===== src/rtl/arc_pkg.sv =====
// Shared types and constants for the ARP reply learning cache.
// Holds status codes, header constants and the controller/datapath structs.
// No dependencies.
package arc_pkg;

  localparam int unsigned EtypeW = 16;
  localparam int unsigned OpW    = 16;
  localparam int unsigned IpW    = 32;
  localparam int unsigned MacW   = 48;

  localparam logic [EtypeW-1:0] EthertypeArp = 16'h0806;
  localparam logic [OpW-1:0]    OpRequest    = 16'd1;
  localparam logic [OpW-1:0]    OpReply      = 16'd2;

  typedef enum logic {
    FUNC_LEARN  = 1'b0,
    FUNC_LOOKUP = 1'b1
  } func_e;

  typedef enum logic [2:0] {
    ST_LEARNED = 3'd0,
    ST_NOT_ARP = 3'd1,
    ST_REQUEST = 3'd2,
    ST_BAD_OP  = 3'd3,
    ST_FULL    = 3'd4,
    ST_HIT     = 3'd5,
    ST_MISS    = 3'd6
  } status_e;

  // Commands from the controller to the datapath.
  typedef struct packed {
    logic    load;    // capture the input item, restart the scan index
    logic    rd;      // read the entry at the scan index
    logic    adv;     // advance the scan index
    logic    emit;    // load the output register
    logic    wr;      // write the item into the table
    logic    wr_new;  // write at the fill count and grow it
    status_e status;
  } cmd_t;

  // Status from the datapath to the controller.
  typedef struct packed {
    logic is_lookup;
    logic not_arp;
    logic is_request;
    logic is_reply;
    logic scan_end;
    logic match;
    logic full;
    logic out_free;
  } sts_t;

endpackage


===== src/rtl/arc_ctrl.sv =====
// Controller of the ARP reply learning cache: sequences decode, table scan
// and result hand-off. Depends on arc_pkg.
module arc_ctrl import arc_pkg::*; (
  input  logic clk_i,
  input  logic rst_ni,
  input  logic in_valid_i,
  output logic in_ready_o,
  input  sts_t sts_i,
  output cmd_t cmd_o
);

  typedef enum logic [4:0] {
    S_IDLE   = 5'b00001,
    S_DECODE = 5'b00010,
    S_READ   = 5'b00100,
    S_CMP    = 5'b01000,
    S_DONE   = 5'b10000
  } state_e;

  state_e  state_q, state_d;
  status_e res_status_q, res_status_d;
  logic    res_wr_q, res_wr_d;
  logic    res_wr_new_q, res_wr_new_d;

  assign in_ready_o = (state_q == S_IDLE);

  always_comb begin
    state_d      = state_q;
    res_status_d = res_status_q;
    res_wr_d     = res_wr_q;
    res_wr_new_d = res_wr_new_q;
    cmd_o        = '0;
    cmd_o.status = res_status_q;
    cmd_o.wr_new = res_wr_new_q;
    case (state_q)
      S_IDLE: begin
        if (in_valid_i) begin
          cmd_o.load = 1'b1;
          state_d    = S_DECODE;
        end
      end
      S_DECODE: begin
        if (sts_i.is_lookup || (!sts_i.not_arp && sts_i.is_reply)) begin
          state_d = S_READ;
        end else begin
          res_wr_d     = 1'b0;
          res_wr_new_d = 1'b0;
          if (sts_i.not_arp) begin
            res_status_d = ST_NOT_ARP;
          end else if (sts_i.is_request) begin
            res_status_d = ST_REQUEST;
          end else begin
            res_status_d = ST_BAD_OP;
          end
          state_d = S_DONE;
        end
      end
      S_READ: begin
        if (sts_i.scan_end) begin
          // key absent: a lookup misses, a reply takes the next free entry if the table is not full
          res_wr_new_d = 1'b1;
          if (sts_i.is_lookup) begin
            res_status_d = ST_MISS;
            res_wr_d     = 1'b0;
          end else if (sts_i.full) begin
            res_status_d = ST_FULL;
            res_wr_d     = 1'b0;
          end else begin
            res_status_d = ST_LEARNED;
            res_wr_d     = 1'b1;
          end
          state_d = S_DONE;
        end else begin
          cmd_o.rd = 1'b1;
          state_d  = S_CMP;
        end
      end
      S_CMP: begin
        if (sts_i.match) begin
          res_status_d = sts_i.is_lookup ? ST_HIT : ST_LEARNED;
          res_wr_d     = !sts_i.is_lookup;
          res_wr_new_d = 1'b0;
          state_d      = S_DONE;
        end else begin
          cmd_o.adv = 1'b1;
          state_d   = S_READ;
        end
      end
      S_DONE: begin
        // hold until the output register can take the transaction
        if (sts_i.out_free) begin
          cmd_o.emit = 1'b1;
          cmd_o.wr   = res_wr_q;
          state_d    = S_IDLE;
        end
      end
      default: begin
        state_d = S_IDLE;
      end
    endcase
  end

  always_ff @(posedge clk_i or negedge rst_ni) begin
    if (!rst_ni) begin
      state_q      <= S_IDLE;
      res_status_q <= ST_LEARNED;
      res_wr_q     <= 1'b0;
      res_wr_new_q <= 1'b0;
    end else begin
      state_q      <= state_d;
      res_status_q <= res_status_d;
      res_wr_q     <= res_wr_d;
      res_wr_new_q <= res_wr_new_d;
    end
  end

endmodule


===== config.mk =====
export PLATFORM = sky130hd
export DESIGN_NAME = arc_ctrl
export DESIGN_NICKNAME = d
export VERILOG_FILES = /design/src/rtl/arc_pkg.sv /design/src/rtl/arc_ctrl.sv
export SDC_FILE = /design/constraint.sdc
export NUM_CORES = 1
export LEC_CHECK = 0
export BUFFER_PORTS_ARGS = -buffer_cell sky130_fd_sc_hd__buf_2
export CORE_MARGIN = 8
export CORE_UTILIZATION = 30
export DETAILED_ROUTE_END_ITERATION = 10
export GPL_ROUTABILITY_DRIVEN = 0
export SLEW_MARGIN = 20
export SYNTH_ARGS = -nofsm -noshare
export SYNTH_HDL_FRONTEND = slang
export SYNTH_SLANG_ARGS = --single-unit

===== constraint.sdc =====
create_clock -name clk_i -period 2.5 [get_ports clk_i]
set_input_delay 0.125 -clock clk_i [delete_from_list [all_inputs] [get_ports clk_i]]
set_output_delay 0.125 -clock clk_i [all_outputs]
set_load 0.02 [all_outputs]

==> impl_metrics.toml, run 1 <==
[clocking]
clk_pin_slew_ns = 0.07
cts_tree = "built"
clock_path_buffers = 2
htreeDepth = 1
cts_root_buffer = "clkbuf_4"
numCtsBuffers = 3
postCtsSetupBuffers = 0
cts_resized = 0
clk_latency_ns = 0.27
clock_sinks = 10
cts-hold-fix-buffers = 1

[yosys]
synth_simple_gate_area_share_pct = 26.20
synth_fa_ha_area_share_pct = 0
synth_top_area_share_pct = 39.30
synth_top_family_by_area = "simple AND/OR/NAND/NOR gates"
yosys.area.top_type = "dfrtp_1"
synth_flop_cell = "dfrtp_1"
synthTopCellsByArea = "dfrtp_1, mux2_2, dfstp_2, nor2_1, inv_1"
muxShareOfSynthArea_pct = 9.825
synth_area_um2 = 573.1
synthDistinctLibCells = 23
netlist_instances = 55
ys_seq_area_share_pct = 43.89
synth_xor_xnor_area_share_pct = 0
avgSynthCellArea_um2 = 10.42
ys_warn_count = 0
synth_edf_count = 0
synth_compound_area_share_pct = 13.54
ys_ff_latch = 10
async_reset_ff_share_pct = 100.0
syn_nets = 66

[floorplan]
placementRows = 16
core_area_um2 = 1882
start_util_pct = 30.45
die_y_um = 59.71
die_area_um2 = 3565
die_w_um = 59.71
num_io_pins = 21

[grt]
grt_use_met1_pct = 9.170
grt_max_degree = 11
busiest_layer = "met2"
grt_pass1_vias = 525
grt_overflow = 0
antenna_found_initial = 0
grt_pass1_wl_um = 2283
use_met3_pct = 4.301
track_usage_pct = 8.447
grt_use_met2_pct = 13.23

[critical_path]
ff2ff_path_depth = 5
cp.required_ns = 2.66
worstReg2RegStart = "state_q[1]$_DFFE_PN0P_"
critPathLaunchType = "flip-flop"
crit_fanout = 8
worst_setup_path_end_kind = "flip-flop"
regToRegSetupSlack_ns = 0.60
critPathKind = "flip-flop to flip-flop"
r2r_end = "res_status_q[2]$_DFFE_PN0P_"
worstPathArrival_ns = 2.06

[route]
wire_per_inst_um = 12.60
dr_total_vias = 492
drc = 0
drt-vias-per-instance = 4.686
postRouteAntennaNets = 0
drt_iter0_drc = 3
dr.pass1.iters = 4
wirelength_um = 1323

[sta]
rsz0062_at_grt = "false"
final.setup.worst_slack_ns = 0.5997
hold_viol = 0
post-route-min-period_ns = 1.900
skew_ns = 0.0003644
worst_pin_slew_ns = 0.3873
finalSetupViolations = 0
period_share_pct = 76.01
slew_headroom_pct = 74.03
finalSetupTns_ns = 0
fmax_mhz = 526.2
slew_viol_final = 0

[min_path]
hp-start = "sts_i[3]"
hold_depth = 2
hold_end = "state_q[3]$_DFFE_PN0P_"
hp-class = "input pin to flip-flop"

[power]
powerDensity_nw_per_um2 = 926.4
peakVddDrop_v = 0.0004093
power_leakage_nw = 0.3861

[layout]
fin_nets = 90
syn_to_final_growth_pct = 28.82
final_design_area_no_fill_um2 = 738.2
mostFrequentLayoutCell = "buf_2"
mostFrequentLayoutCells = "buf_2, dfrtp_1, nor2_1, inv_1, mux2_2"
fin_util_pct = 39.23
antenna_cells = 0
final-instance-count-excl-fill = 105
layout-drive-gt1-share_pct = 47.44

[place]
dp_hpwl_um = 1070
dpl_cell_area_um2 = 691.9
dp_cells = 100
numPortBuffers = 20
pre_cts_ws_ns = 0.6007

[outcome]
outcome = "completed"

[job]
max_cap_viol_count = 0
[flip-flops by register name, summed over array words and instances (netlist names)]
name	count
res_status_q	3
res_wr_q	1
res_wr_new_q	1
state_q	5
[worst max-delay path by stage]
stage / from / endpoint / slack [ns]
3_5_place_dp: state_q[1]$_DFFE_PN0P_ / res_wr_q$_DFFE_PN0P_ / 0.60
4_1_cts: state_q[1]$_DFFE_PN0P_ / res_wr_q$_DFFE_PN0P_ / 0.60
3_3_place_gp: state_q[0]$_DFFE_PN1P_ / res_status_q[0]$_DFFE_PN0P_ / 0.64
5_1_grt: state_q[1]$_DFFE_PN0P_ / res_status_q[2]$_DFFE_PN0P_ / 0.45
2_1_floorplan: state_q[4]$_DFFE_PN0P_ / res_status_q[0]$_DFFE_PN0P_ / 0.82
6_report: state_q[1]$_DFFE_PN0P_ / res_status_q[2]$_DFFE_PN0P_ / 0.60
[report_power, final]
part / total, mW / switching, mW / leakage, nW / internal, mW
logic: 0.287 / 0.159 / 0.236 / 0.128
clock network: 0.147 / 0.0589 / 0.0210 / 0.0885
registers: 0.249 / 0.0355 / 0.129 / 0.213
total: 0.684 / 0.254 / 0.386 / 0.430
[final cells by class]
| class | instances | area (um^2) |
|---|---|---|
| fillers | 206 | 1144 |
| well taps | 27 | 33.78 |
| repair buffers | 21 | 110.1 |
| flip-flops and latches | 10 | 251.5 |
| multi-input cells | 37 | 284.0 |
| clock buffers | 4 | 36.28 |
| inverters | 6 | 22.52 |
[cell families after synthesis]
family,after synthesis
buf+inv,8
simple gates,22
compound gates,10
mux,5
flops,10
[layer usage]
metal,up-vias,share of wire (%)
met5,-,0
met4,0,1.6
met3,4,9.8
met2,20,47
met1,231,42
li1,237,-
[Yosys cell counts (all sizes together) (2+ instances only)]
master and number:
nand3 4, nand2 2, mux2 5, and2 3
nor2 8, a21oi 3, inv 6, buf 2
dfrtp 9, o22ai 3
[worst max-delay path, stage by stage (launching register included)]
cell       delay [ns]
dfrtp_1          0.41
nor2_4           0.14
nand4bb_1        0.35
nand3_2          0.17
nor3b_4          0.34
mux2_2           0.37
[through the flow]
stage	hold slack (ns)	power, mW
2_1_floorplan	-0.1706	0.4651
3_3_place_gp	-0.002401	0.5388
3_5_place_dp	0.001096	0.5409
4_1_cts	0.03277	0.6918
5_1_grt	0.04584	0.7316
6_report	0.03623	0.6839
Note: power is estimated with default switching activity, not from simulation.
==> run 2, diff against run 1 <==
==> constraint.sdc (replaced) <==
create_clock -name clk_i -period 1.6 [get_ports clk_i]
set_input_delay 0.08 -clock clk_i [delete_from_list [all_inputs] [get_ports clk_i]]
set_output_delay 0.08 -clock clk_i [all_outputs]
set_load 0.02 [all_outputs]
==> impl_metrics.toml, run 2 (same netlist as run 1, synthesis figures left out) <==
[power]
powerDensity_nw_per_um2 = 1315
peakVddDrop_v = 0.0007248
finalPower_mw = 1.257
power_leakage_nw = 0.4890

[route]
drc = 0
wire_per_inst_um = 13.29
drt_iter0_drc = 6
dr.pass1.iters = 4
dr_total_vias = 570
drt-vias-per-instance = 4.672
wirelength_um = 1621
postRouteAntennaNets = 0

[critical_path]
critPathKind = "flip-flop to flip-flop"
worstPathArrival_ns = 1.86
ff2ff_path_depth = 6
worst_setup_path_end_kind = "flip-flop"
cp.required_ns = 1.75
worstPathCellList = "nor3_2 -> nand3b_1 -> nand3_2 -> nor3b_4 -> buf_4 -> mux2_4"
regToRegSetupSlack_ns = -0.12
worstReg2RegStart = "state_q[4]$_DFFE_PN0P_"
r2r_end = "res_status_q[2]$_DFFE_PN0P_"
critPathLaunchType = "flip-flop"
slowest_delay_ns = 0.42
crit_slowest_cell = "dfrtp_1"
crit_fanout = 4

[sta]
worst_pin_slew_ns = 0.2705
post-route-min-period_ns = 1.716
period_share_pct = 107.2
slew_headroom_pct = 81.90
fmax_mhz = 582.9
hold_viol = 0
skew_ns = 0.005671
whs_ns = 0.05349
final.setup.worst_slack_ns = -0.1156
slew_viol_final = 0
rsz0062_at_grt = "true"
finalSetupViolations = 7

[min_path]
hold_depth = 2
hp-start = "in_valid_i"
hp-class = "input pin to flip-flop"
hold_end = "state_q[1]$_DFFE_PN0P_"

[layout]
largest_reg_flops = 5
registers.top_by_ff_count = "state_q"
mostFrequentLayoutCells = "buf_2, buf_4, dfrtp_1, inv_1, buf_6"
syn_to_final_growth_pct = 66.81
top_regs = "state_q: 5 flops, res_status_q: 3 flops"
layout-drive-gt1-share_pct = 65.26
nFillCells = 176
fin_util_pct = 50.80
antenna_cells = 0
final_design_area_no_fill_um2 = 955.9
fin_nets = 107
mostFrequentLayoutCell = "buf_2"

[place]
dpl_cell_area_um2 = 739.5
pre_cts_ws_ns = -0.1310
numPortBuffers = 20
dp_hpwl_um = 1106

[floorplan]
num_io_pins = 21
die_area_um2 = 3565
die_w_um = 59.71
core_area_um2 = 1882
die_y_um = 59.71
start_util_pct = 30.45
placementRows = 16

[clocking]
clk_latency_ns = 0.26
cts_root_buffer = "clkbuf_4"
clock_sinks = 10
cts_tree = "built"
numCtsBuffers = 3
clock_path_buffers = 2
clk_pin_slew_ns = 0.07
htreeDepth = 1

[outcome]
outcome = "finished, violations left"
violations = "negative setup slack"

[grt]
antenna_found_initial = 0
track_usage_pct = 9.123
grt_pass1_vias = 593
grt_pass1_wl_um = 2428
grt_max_degree = 11
grt_overflow = 0

[job]
max_cap_viol_count = 0
[run 2: cell types whose count changed in the layout (fill, tap and decap cells not counted), sizes merged]
cell	previous run	this run
dlygate4sd3	1	2
buf	20	36
[run 2: layout make-up]
type	instances	area, um^2	area share, %
clock buffer	4	36.28	3.796
multi-input combinational	37	342.8	35.86
inverter	6	22.52	2.356
tap	27	33.78	3.534
sequential	10	251.5	26.31
timing repair buffer	38	269.0	28.14
[run 2: repair_timing]
action                                  CTS  global route
resized for setup                         1            21
pin swaps                                 4            10
hold endpoints to repair                 11             0
hold buffers                              2             0
endpoints found under the setup margin    6            11
buffers inserted                          6             6
[run 2: how the worst max path moves through the flow]
| stage | startpoint | to | slack (ns) | cells after the start |
|---|---|---|---|---|
| 2_1_floorplan | state_q[0]$_DFFE_PN1P_ | res_status_q[0]$_DFFE_PN0P_ | -0.05 | 6 |
| 3_3_place_gp | state_q[0]$_DFFE_PN1P_ | res_status_q[0]$_DFFE_PN0P_ | -0.10 | 5 |
| 3_5_place_dp | state_q[4]$_DFFE_PN0P_ | res_status_q[2]$_DFFE_PN0P_ | -0.13 | 5 |
| 4_1_cts | state_q[2]$_DFFE_PN0P_ | res_status_q[2]$_DFFE_PN0P_ | -0.12 | 5 |
| 5_1_grt | state_q[4]$_DFFE_PN0P_ | res_status_q[2]$_DFFE_PN0P_ | -0.17 | 6 |
| 6_report | state_q[4]$_DFFE_PN0P_ | res_status_q[2]$_DFFE_PN0P_ | -0.12 | 6 |
[run 2: stage by stage]
stage / setup TNS, ns / std cells
floorplan: -0.1868 / 55
global placement: -0.3776 / 106
detailed placement: -0.4845 / 106
CTS: -0.4867 / 117
global route: -1.109 / 122
finish: -0.5547 / 122
[run 2: critical path: cells and delay by family, from the launching register on]
| kind | cells | cell delay, ns |
|---|---|---|
| DFF | 1 | 0.42 |
| buffers and inverters | 1 | 0.16 |
| and+or+nand+nor | 4 | 0.73 |
| muxes | 1 | 0.29 |
[run 2: routing by layer]
metal / wire length [um] / GRT usage, %
met5: 0 / 0
met4: 34 / 7.143
met1: 689 / 9.838
met3: 68 / 1.935
met2: 828 / 15.08
[run 2: report_power, final]
part           internal [mW]  total (mW)  switching (mW)  leakage, nW
sequential             0.334       0.392          0.0585        0.129
combinational          0.335       0.639           0.304        0.339
clock                  0.138       0.225          0.0871       0.0210
total                  0.807        1.26           0.450        0.489
